File: src/sv/deq_pkg.sv
// Shared types and constants for the double-ended queue with search.
// Used by deq_ctrl, deq_dpath and the top level; depends on nothing.
package deq_pkg;

	localparam int unsigned DEPTH_DEFAULT = 16;
	localparam int unsigned VAL_W         = 32;
	localparam int unsigned FUNC_W        = 3;
	localparam int unsigned STAT_W        = 2;
	localparam int unsigned CNT_W         = 5;
	localparam int unsigned IN_W          = 40;
	localparam int unsigned OUT_W         = 40;

	typedef enum logic [FUNC_W-1:0] {
		FN_PUSH_BACK  = 3'd0,
		FN_PUSH_FRONT = 3'd1,
		FN_POP_FRONT  = 3'd2,
		FN_POP_BACK   = 3'd3,
		FN_SEARCH     = 3'd4,
		FN_CLEAR      = 3'd5
	} func_t;

	typedef enum logic [STAT_W-1:0] {
		ST_OK    = 2'd0,
		ST_EMPTY = 2'd1,
		ST_FULL  = 2'd2
	} status_t;

	typedef enum logic [2:0] {
		S_IDLE,
		S_EXEC,
		S_RDWAIT,
		S_SRCH,
		S_DONE
	} state_t;

	typedef struct packed {
		logic latch_in;
		logic exec;
		logic rd_capture;
		logic srch_step;
		logic load_out;
	} cmd_t;

	typedef struct packed {
		func_t func;
		logic  full;
		logic  empty;
		logic  srch_done;
		logic  out_free;
	} sts_t;

endpackage

File: src/sv/double_ended_queue_with_search.sv
// Double-ended queue of signed 32-bit words with membership search.
// Built from deq_ctrl, deq_dpath and deq_ram; types from deq_pkg.
// Each word is executed, then its result is loaded once the output register is free;
// pops of a non-empty queue add a read wait, searches a scan to a match or the last entry.
// One word in flight; the next can be taken in the cycle after the result loads.
// arst_n clears pointers, count and handshake state; entry RAM is not cleared.
module double_ended_queue_with_search #(
	parameter int unsigned DEPTH = deq_pkg::DEPTH_DEFAULT
) (
	input  logic                       clk,
	input  logic                       arst_n,
	input  logic                       s_tvalid,
	output logic                       s_tready,
	input  logic [deq_pkg::IN_W-1:0]   s_tdata,  // func[2:0], value[34:3], zero pad
	output logic                       m_tvalid,
	input  logic                       m_tready,
	output logic [deq_pkg::OUT_W-1:0]  m_tdata   // popped_value, found, status, count
);

	deq_pkg::cmd_t cmd;
	deq_pkg::sts_t sts;

	deq_ctrl u_ctrl (
		.clk      (clk),
		.arst_n   (arst_n),
		.s_tvalid (s_tvalid),
		.s_tready (s_tready),
		.sts      (sts),
		.cmd      (cmd)
	);

	deq_dpath #(
		.DEPTH(DEPTH)
	) u_dpath (
		.clk      (clk),
		.arst_n   (arst_n),
		.s_tdata  (s_tdata),
		.m_tvalid (m_tvalid),
		.m_tready (m_tready),
		.m_tdata  (m_tdata),
		.cmd      (cmd),
		.sts      (sts)
	);

`ifndef NO_ASSERTIONS
	a_one_in_flight: assert property (@(posedge clk) disable iff (!arst_n)
		s_tvalid && s_tready |=> !s_tready)
		else $error("second word accepted while one is in flight");

	a_load_free: assert property (@(posedge clk) disable iff (!arst_n)
		cmd.load_out |-> sts.out_free)
		else $error("result loaded over an untaken result");

	a_full_empty: assert property (@(posedge clk) disable iff (!arst_n)
		!(sts.full && sts.empty))
		else $error("queue both full and empty");

	a_exec_follows: assert property (@(posedge clk) disable iff (!arst_n)
		cmd.latch_in |=> cmd.exec)
		else $error("accepted word not executed");
`endif

endmodule

File: src/sv/deq_ram.sv
// Generic single-port-write, single-port-read RAM with registered read.
// No dependencies.
module deq_ram #(
	parameter int unsigned WIDTH = 32,
	parameter int unsigned DEPTH = 16
) (
	input  logic                     clk,
	input  logic                     we,
	input  logic [$clog2(DEPTH)-1:0] waddr,
	input  logic [WIDTH-1:0]         wdata,
	input  logic [$clog2(DEPTH)-1:0] raddr,
	output logic [WIDTH-1:0]         rdata
);

	logic [WIDTH-1:0] mem_q [DEPTH];

	always_ff @(posedge clk) begin
		if (we) begin
			mem_q[waddr] <= wdata;
		end
		rdata <= mem_q[raddr];
	end

endmodule

File: src/sv/deq_ctrl.sv
// Request sequencer for the deque: accept, execute, read wait, search, deliver.
// Depends on deq_pkg.
module deq_ctrl (
	input  logic           clk,
	input  logic           arst_n,
	input  logic           s_tvalid,
	output logic           s_tready,
	input  deq_pkg::sts_t  sts,
	output deq_pkg::cmd_t  cmd
);

	deq_pkg::state_t state_q, state_d;

	always_ff @(posedge clk or negedge arst_n) begin
		if (!arst_n) begin
			state_q <= deq_pkg::S_IDLE;
		end else begin
			state_q <= state_d;
		end
	end

	always_comb begin
		state_d  = state_q;
		cmd      = '0;
		s_tready = 1'b0;
		unique case (state_q)
			deq_pkg::S_IDLE: begin
				s_tready = 1'b1;
				if (s_tvalid) begin
					cmd.latch_in = 1'b1;
					state_d      = deq_pkg::S_EXEC;
				end
			end
			deq_pkg::S_EXEC: begin
				cmd.exec = 1'b1;
				state_d  = deq_pkg::S_DONE;
				if (!sts.empty) begin
					if (sts.func == deq_pkg::FN_POP_FRONT || sts.func == deq_pkg::FN_POP_BACK) begin
						state_d = deq_pkg::S_RDWAIT;
					end else if (sts.func == deq_pkg::FN_SEARCH) begin
						state_d = deq_pkg::S_SRCH;
					end
				end
			end
			deq_pkg::S_RDWAIT: begin
				cmd.rd_capture = 1'b1;
				state_d        = deq_pkg::S_DONE;
			end
			deq_pkg::S_SRCH: begin
				cmd.srch_step = 1'b1;
				if (sts.srch_done) begin
					state_d = deq_pkg::S_DONE;
				end
			end
			deq_pkg::S_DONE: begin
				if (sts.out_free) begin
					cmd.load_out = 1'b1;
					state_d      = deq_pkg::S_IDLE;
				end
			end
			default: begin
				state_d = deq_pkg::S_IDLE;
			end
		endcase
	end

endmodule

File: src/sv/deq_dpath.sv
// Deque datapath: ring pointers, entry RAM, search scan and output register.
// Depends on deq_pkg and deq_ram.
module deq_dpath #(
	parameter int unsigned DEPTH = deq_pkg::DEPTH_DEFAULT
) (
	input  logic                         clk,
	input  logic                         arst_n,
	input  logic [deq_pkg::IN_W-1:0]     s_tdata,
	output logic                         m_tvalid,
	input  logic                         m_tready,
	output logic [deq_pkg::OUT_W-1:0]    m_tdata,
	input  deq_pkg::cmd_t                cmd,
	output deq_pkg::sts_t                sts
);

	localparam int unsigned IW = $clog2(DEPTH);
	localparam int unsigned CW = $clog2(DEPTH + 1);

	deq_pkg::func_t                    func_q;
	logic signed [deq_pkg::VAL_W-1:0]  value_q;
	logic [IW-1:0]                     front_q;
	logic [CW-1:0]                     count_q;
	logic [CW-1:0]                     scan_q;
	logic                              cmp_vld_s1;
	logic signed [deq_pkg::VAL_W-1:0]  res_popped_q;
	logic                              res_found_q;
	deq_pkg::status_t                  res_status_q;
	logic                              m_tvalid_q;
	logic [deq_pkg::OUT_W-1:0]         m_tdata_q;

	logic                              full, empty, issue, we;
	logic [IW-1:0]                     off, slot, front_dec, front_inc, waddr;
	logic [IW:0]                       sum;
	logic [CW-1:0]                     count_m1;
	logic [deq_pkg::VAL_W-1:0]         rdata;

	assign full      = count_q == CW'(DEPTH);
	assign empty     = count_q == '0;
	assign count_m1  = count_q - 1'b1;
	assign front_dec = (front_q == '0) ? IW'(DEPTH - 1) : front_q - 1'b1;
	assign front_inc = (front_q == IW'(DEPTH - 1)) ? '0 : front_q + 1'b1;
	assign issue     = cmd.srch_step && (scan_q < count_q) && !res_found_q;

	always_comb begin
		priority if (cmd.srch_step) begin
			off = scan_q[IW-1:0];
		end else if (func_q == deq_pkg::FN_POP_BACK) begin
			off = count_m1[IW-1:0];
		end else if (func_q == deq_pkg::FN_PUSH_BACK) begin
			off = count_q[IW-1:0];
		end else begin
			off = '0;
		end
	end

	assign sum   = {1'b0, front_q} + {1'b0, off};
	assign slot  = (sum >= (IW+1)'(DEPTH)) ? IW'(sum - (IW+1)'(DEPTH)) : sum[IW-1:0];
	assign waddr = (func_q == deq_pkg::FN_PUSH_FRONT) ? front_dec : slot;
	assign we    = cmd.exec && !full &&
		(func_q == deq_pkg::FN_PUSH_BACK || func_q == deq_pkg::FN_PUSH_FRONT);

	deq_ram #(
		.WIDTH(deq_pkg::VAL_W),
		.DEPTH(DEPTH)
	) u_ram (
		.clk   (clk),
		.we    (we),
		.waddr (waddr),
		.wdata (value_q),
		.raddr (slot),
		.rdata (rdata)
	);

	always_ff @(posedge clk) begin
		if (cmd.latch_in) begin
			func_q  <= deq_pkg::func_t'(s_tdata[deq_pkg::FUNC_W-1:0]);
			value_q <= s_tdata[deq_pkg::FUNC_W +: deq_pkg::VAL_W];
		end
		if (cmd.exec) begin
			res_popped_q <= '0;
			res_found_q  <= 1'b0;
			res_status_q <= deq_pkg::ST_OK;
			scan_q       <= '0;
			cmp_vld_s1   <= 1'b0;
			unique case (func_q)
				deq_pkg::FN_PUSH_BACK, deq_pkg::FN_PUSH_FRONT: begin
					if (full) begin
						res_status_q <= deq_pkg::ST_FULL;
					end
				end
				deq_pkg::FN_POP_FRONT, deq_pkg::FN_POP_BACK, deq_pkg::FN_SEARCH: begin
					if (empty) begin
						res_status_q <= deq_pkg::ST_EMPTY;
					end
				end
				default: begin
				end
			endcase
		end
		if (cmd.rd_capture) begin
			res_popped_q <= rdata;
		end
		if (cmd.srch_step) begin
			cmp_vld_s1 <= issue;
			if (issue) begin
				scan_q <= scan_q + 1'b1;
			end
			if (cmp_vld_s1 && rdata == value_q) begin
				res_found_q <= 1'b1;
			end
		end
		if (cmd.load_out) begin
			m_tdata_q <= {5'(count_q), res_status_q, res_found_q, res_popped_q};
		end
	end

	always_ff @(posedge clk or negedge arst_n) begin
		if (!arst_n) begin
			front_q    <= '0;
			count_q    <= '0;
			m_tvalid_q <= 1'b0;
		end else begin
			if (cmd.exec) begin
				unique case (func_q)
					deq_pkg::FN_PUSH_BACK: begin
						if (!full) begin
							count_q <= count_q + 1'b1;
						end
					end
					deq_pkg::FN_PUSH_FRONT: begin
						if (!full) begin
							front_q <= front_dec;
							count_q <= count_q + 1'b1;
						end
					end
					deq_pkg::FN_POP_FRONT: begin
						if (!empty) begin
							front_q <= front_inc;
							count_q <= count_m1;
						end
					end
					deq_pkg::FN_POP_BACK: begin
						if (!empty) begin
							count_q <= count_m1;
						end
					end
					deq_pkg::FN_CLEAR: begin
						front_q <= '0;
						count_q <= '0;
					end
					default: begin
					end
				endcase
			end
			if (cmd.load_out) begin
				m_tvalid_q <= 1'b1;
			end else if (m_tready) begin
				m_tvalid_q <= 1'b0;
			end
		end
	end

	assign m_tvalid      = m_tvalid_q;
	assign m_tdata       = m_tdata_q;
	assign sts.func      = func_q;
	assign sts.full      = full;
	assign sts.empty     = empty;
	assign sts.srch_done = !cmp_vld_s1 && ((scan_q == count_q) || res_found_q);
	assign sts.out_free  = !m_tvalid_q || m_tready;

endmodule

File: config.mk
export PLATFORM = sky130hd
export DESIGN_NAME = double_ended_queue_with_search
export DESIGN_NICKNAME = d
export VERILOG_FILES = /design/src/sv/deq_pkg.sv /design/src/sv/double_ended_queue_with_search.sv /design/src/sv/deq_ram.sv /design/src/sv/deq_ctrl.sv /design/src/sv/deq_dpath.sv
export SDC_FILE = /design/constraint.sdc
export NUM_CORES = 1
export LEC_CHECK = 0
export BUFFER_PORTS_ARGS = -buffer_cell sky130_fd_sc_hd__buf_4
export CELL_PAD_IN_SITES_DETAIL_PLACEMENT = 1
export CELL_PAD_IN_SITES_GLOBAL_PLACEMENT = 1
export CORE_AREA = 2 2 314 192
export DETAILED_ROUTE_END_ITERATION = 10
export DIE_AREA = 0 0 316 194
export GPL_TIMING_DRIVEN = 0
export PLACE_DENSITY = 0.7
export SYNTH_ARGS = -nofsm -noshare
export SYNTH_HDL_FRONTEND = slang
export SYNTH_SLANG_ARGS = --single-unit
File: constraint.sdc
create_clock -name clk -period 14 [get_ports clk]
set_input_delay 0.7 -clock clk [delete_from_list [all_inputs] [get_ports clk]]
set_output_delay 0.7 -clock clk [all_outputs]
set_load 0.01 [all_outputs]
### Word level (Yosys, flattened, before mapping)

Memories as Yosys holds them, arrays and structs flattened. A register that Yosys moved wholly into a read port is not among the register bits.
Index checks and enable logic that the tools add are counted.

* bits in registers: 129
* bits in writable memories: 512
* input bits: 44
* output and inout bits: 42
* word-level logic and storage cells: 116
* memories kept: 1

* add/subtract/negate cells: 7
* $lt $le $gt $ge: 2
* eq/ne operators: 20
* multiplexer cells: 45
* reduce and logical (&&, ||, !) cells: 29

Memory list
* u_dpath.u_ram.mem_q: words 16, width 32, rd ports 1, clocked after Yosys merged registers in 1, write ports 1, line deq_ram.sv:15 `logic [WIDTH-1:0] mem_q [DEPTH];`

Operators with widths (count)
* $mux W32: 2
* $mux W4: 9
* $eq A32 B32 Y1: 1
* $mux W5: 5
* $mux W1: 18
* $mux W3: 6
* $pmux W3 S5: 1
* $pmux W5 S3: 1
* $ne A2 B2 Y1 const B: 7
* $eq A3 B2 Y1 const B: 4
* $pmux W4 S3: 1
* $add A5 B1 Y5 const B: 2
* $eq A3 B3 Y1 const B: 3
* $reduce_and A4 Y1: 2
* $sub A4 B1 Y4 const B: 2
* $eq A3 B1 Y1 const B: 2
* $logic_and A1 B1 Y1: 6
* $logic_not A3 Y1: 2
* $reduce_bool A2 Y1: 3
* $reduce_bool A3 Y1: 2
* $add A4 B4 Y5: 1
* $eq A5 B5 Y1: 1
* $eq A5 B5 Y1 const B: 1
* $ge A5 B5 Y1 const B: 1
* other kinds (13): 20

### Logic depth before layout (Yosys ltp)

* word-level depth: 8
* depth in mapped cells: 14
* mapped depth without buffers: 12

### Hierarchy

From an unflattened synthesis, not the netlist that was laid out.

* cell total of the unflattened synthesis: 1252
* area total of the unflattened synthesis: 25446.9 µm²

By module, submodules not included
* deq_ram: instances 1, cells each 838, area an instance 19835.3 µm²
* deq_dpath: instances 1, cells each 382, area an instance 5368.9 µm²
* deq_ctrl: instances 1, cells each 32, area an instance 242.7 µm²

### Least setup slack after synthesis

Ideal clock, no wire load.

* path kind: reg2reg
* from: reg u_dpath.count_q[0]
* to: mem u_dpath.u_ram.mem_q[0][0] (enable)
* arrival time: 4.929 ns
* required time: 13.530 ns
* setup slack: 8.601 ns
* stages on the path, launching flop included: 14
* cells stage by stage: dfrtp_1 > buf_6 > inv_1 > ha_1 > nor2_1 > a21oi_1 > a21oi_1 > inv_1 > fa_1 > clkbuf_1 > mux2i_1 > nor2_1 > nand2_1 > a211oi_1

* longest elaborated chain between the ends: 7
* elaborated cells on any way between the ends: 15
* those cells by class: 3 x add/sub; 1 x order compare; 1 x eq/ne; 7 x mux; 3 x reduce/logical

Ends and longest elaborated chain
* start, declared: line deq_dpath.sv:22 `logic [CW-1:0] count_q;`
* start signal, assigned: line deq_dpath.sv:127 `count_q <= count_q + 1'b1;`
* start signal, assigned: line deq_dpath.sv:133 `count_q <= count_q + 1'b1;`
* start signal, assigned: line deq_dpath.sv:139 `count_q <= count_m1;`
* $sub A5 B1 Y5 / $mux W4 (equally long branches): line deq_dpath.sv:39, deq_dpath.sv:49
* $mux W4: line deq_dpath.sv:47 `end else if (func_q == deq_pkg::FN_POP_BACK) begin`
* $mux W4: line deq_dpath.sv:45 `priority if (cmd.srch_step) begin`
* $add A4 B4 Y5: line deq_dpath.sv:56 `assign sum = {1'b0, front_q} + {1'b0, off};`
* $sub A4 B1 Y4 / $ge A5 B5 Y1 (equally long branches): line deq_dpath.sv:57 `assign slot = (sum >= (IW+1)'(DEPTH)) ? IW'(sum - (IW+1)'(DEPTH)) : sum[IW-1:0];`
* $mux W4: line deq_dpath.sv:57
* $mux W4: line deq_dpath.sv:58 `assign waddr = (func_q == deq_pkg::FN_PUSH_FRONT) ? front_dec : slot;`
* end, declared: line deq_ram.sv:15

Parallel ways exist; a longest one is shown, timed or not.

### Worst setup path after layout

* from: reg u_ctrl.state_q[2]
* to: mem u_dpath.u_ram.mem_q[4][13] (enable)

* longest elaborated chain between the ends: 7
* elaborated cells on any way between the ends: 14
* those cells by class: 2 x add/sub; 1 x order compare; 2 x eq/ne; 7 x mux; 2 x reduce/logical

Ends and longest elaborated chain
* start, declared: line deq_ctrl.sv:12 `deq_pkg::state_t state_q, state_d;`
* start signal, assigned: line deq_ctrl.sv:16 `state_q <= deq_pkg::S_IDLE;`
* start signal, assigned: line deq_ctrl.sv:18 `state_q <= state_d;`
* $eq A3 B2 Y1: line deq_ctrl.sv:26 `unique case (state_q)`
* $mux W1: line deq_ctrl.sv:26
* $mux W4: line deq_dpath.sv:45
* $add A4 B4 Y5: line deq_dpath.sv:56
* $sub A4 B1 Y4 / $ge A5 B5 Y1 (equally long branches): line deq_dpath.sv:57
* $mux W4: line deq_dpath.sv:57
* $mux W4: line deq_dpath.sv:58

Parallel ways exist; a longest one is shown, timed or not.

==> impl_metrics.toml <==
[routing]
viasPerCell = 5.671
drt_first_iter_violations = 1442
postRouteAntennaNets = 0
dr.pass1.iters = 5
routed_wl_um = 62830
drc = 0
vias = 12912
wire_per_inst_um = 27.59

[synth]
synthAdderAreaFrac_pct = 0.8485
synthCells = 1259
synth_seq_cells = 673
synth_top_area_share_pct = 71.97
synth_compound_area_share_pct = 2.309
synth_nets = 1320
synth_flop_cell = "edfxtp_1"
post_synth_num_cell_types = 60
synthXorXnorAreaFrac_pct = 1.388
synth_top_area_cell = "edfxtp_1"
yosysSeqAreaShare_pct = 76.15
synthMuxAreaShare_pct = 14.96
synth_top_family_by_area = "multiplexers"
ys_async_sr_fraction_pct = 1.932
yosysWarningCount = 0
postSynthAreaPerCell_um2 = 20.61
synth_area_leaders = "edfxtp_1 72%, mux4_2 11%, mux2i_1 3.9%, dfxtp_1 2.9%, dfrtp_1 1.3%"
syn_area_um2 = 25950
synthSimpleGateAreaFrac_pct = 3.076
synth-edff-count = 622

[die]
die_height_um = 194
row_count = 69
core_area_um2 = 58450
boundaryPins = 86
fp.dieW_um = 316
start_util_pct = 44.41
dieArea_um2 = 61300

[placement]
port_buffers = 80
place_congestion = 0.8244
place.detailed.hpwl_um = 42590

[pwr]
p_per_area_nw_per_um2 = 239.2
leakage_uw = 0.01007
peakVddDrop_v = 0.0001377

[worst_setup_path]
startpoint_type = "flip-flop"
worstSetupPathType = "reg -> reg"
endpoint_kind = "flip-flop"
critPathMaxFanout = 12
cp.arrival_ns = 5.48
crit_required_ns = 14.29

[layout]
num_antenna_cells = 0
nets = 1507
fill_cells = 5171
multi_input_area_um2 = 6080
register_area_um2 = 19760
drive_gt1_share_pct = 25.74
finish.utilization_pct = 52.24
areaGrowthSynthToFinish_pct = 17.63

[global_route]
grt_pass1_wl_um = 92450
grt_max_degree = 33
first_global_vias = 13668
overflow = 0
grt_use_total_pct = 21.02
antenna_found_initial = 1

[timing]
max_slew_margin_pct = 16.62
tns_ns = 0
clock_skew_ns = 0.02198
worstMarginPinSlew_ns = 1.251
finalSetupViolCount = 0
layout_min_cycle_time_ns = 5.189
finalHoldViolCount = 0
post-route-period-util_pct = 37.06
fmax_ghz = 0.1927
rsz0062_at_grt = "no"
report.final.slew_viol_count = 0

[clock_tree]
cts_setup_buffers = 0
post_cts_resized = 0
cts-root-buf = "clkbuf_16"
tritoncts = "built"
cts_max_path_buffers = 3
insertion_delay_ns = 0.60
cts_sinks = 673
clk_pin_slew_worst_paths_ns = 0.07
cts_buffers = 66
htree_levels = 3

[run]
drv_cap = 0

[run_status]
status = "finished, final reports clean"

[min_path]
hold_path.class = "in -> reg"
## power by group
group	internal, uW	total [uW]	switching, uW
sequential	2570	2780	208
clock	991	1740	753
combinational	1220	2780	1570
total	4780	7300	2530
## critical path, stage by stage (launching register included)
cell      delay (ns)
dfrtp_1         0.34
clkbuf_1        0.37
nand3b_1        0.45
nor2_1          0.16
a21oi_1         0.21
inv_1           0.08
fa_1            0.58
clkbuf_1        0.60
mux2i_1         0.27
nor2_1          0.33
nand2_1         0.21
a211oi_4        0.75
buf_8           0.28
buf_8           0.22
## cells in the final DEF, fill, tap and decap left out, drive strengths merged, types with 20 or more instances in the layout
| cell type | count |
|---|---|
| a211oi | 22 |
| and2 | 35 |
| buf | 145 |
| clkbuf | 112 |
| clkinv | 26 |
| dfxtp | 38 |
| edfxtp | 622 |
| mux2i | 100 |
| mux4 | 128 |
| nand2 | 23 |
| o21ai | 20 |
| xnor2 | 20 |
## registers in the layout, indices dropped and copies added, names as in the netlist
register	count
u_dpath.res_popped_q	32
u_dpath.res_found_q	1
u_dpath.m_tvalid	1
u_dpath.func_q	3
u_dpath.m_tdata	40
u_dpath.front_q	4
u_dpath.value_q	32
u_dpath.u_ram.mem_q	512
u_dpath.res_status_q	2
u_dpath.u_ram.rdata	32
u_ctrl.state_q	3
u_dpath.count_q	5
u_dpath.scan_q	5
u_dpath.cmp_vld_s1	1
## path summary, 6_finish.rpt
check	depth (start not counted)	slack (ns)	endpoint	startpoint
worst max-delay path	13	8.81	u_dpath.u_ram.mem_q[4][13]$_DFFE_PP_	u_ctrl.state_q[2]$_DFFE_PN0P_
worst min-delay path	1	0.27	u_dpath.value_q[18]$_DFFE_PP_	s_tdata[21]
worst max register to register	13	8.81	u_dpath.u_ram.mem_q[4][13]$_DFFE_PP_	u_ctrl.state_q[2]$_DFFE_PN0P_
worst min register to register	0	0.41	u_dpath.m_tdata[9]$_DFFE_PP_	u_dpath.res_popped_q[9]$_SDFFCE_PN0P_
max in group asynchronous	2	13.30	u_dpath.front_q[1]$_DFFE_PN0P_	arst_n
min in group asynchronous	2	0.50	u_dpath.m_tvalid$_DFFE_PN0P_	arst_n
## layout make-up
| cell class | instances | area share [%] |
|---|---|---|
| Sequential cell | 673 | 64.74 |
| Inverter | 16 | 0.1967 |
| Clock buffer | 83 | 5.791 |
| Multi-Input combinational cell | 514 | 19.91 |
| Tap cell | 781 | 3.201 |
| Buffer | 56 | 0.8770 |
| Timing Repair Buffer | 119 | 4.258 |
| Clock inverter | 35 | 1.029 |
## cell usage after synthesis, drive strengths merged (13+ instances only)
cell type and number:
mux4 128, clkbuf 29, buf 27, a211oi 22
xnor2 20, xor2 19, dfxtp 38, dfrtp 13
a21oi 16, edfxtp 622, nand2 23, ha 16
and2 35, nor2 19, inv 16, mux2i 100
o21ai 20
## kinds of logic (layout without fill, tap and decap cells)
| logic type | count (synthesis) | in the layout |
|---|---|---|
| DFF | 673 | 673 |
| AOI/OAI and AO/OA | 88 | 88 |
| adders and majority gates | 17 | 17 |
| buffers and inverters | 72 | 309 |
| muxes | 228 | 228 |
| and+or+nand+nor | 142 | 142 |
| xor gates and xnor gates | 39 | 39 |
## what timing repair did
item | 4_1_cts | 5_1_grt
endpoints found under the setup margin | 0 | 0
endpoints found under the hold margin | 13 | 0
hold buffers | 1 | 0
## through the flow
stage	cells	setup slack [ns]	total power, uW	instance area (um2)	hold WS [ns]
6_report	2277	8.811	7304	30530	0.2749
5_1_grt	2277	8.507	7647	30530	0.2422
4_1_cts	2277	8.801	7387	30530	0.2353
3_5_place_dp	2158	8.866	5618	28440	0.4051
3_3_place_gp	2120	4.374	5451	27530	0.4045
2_1_floorplan	1259	8.601	4612	25950	0.4003
## routing by layer
layer  track usage (%)  routed length [um]  up-vias
li1                  -                   -     5495
met1             33.12               29700     6906
met2             29.98               27900      442
met3             4.310                4176       69
met4             5.038                1060        0
met5                 0                   0        -
Note: power is estimated with default switching activity, not from simulation.
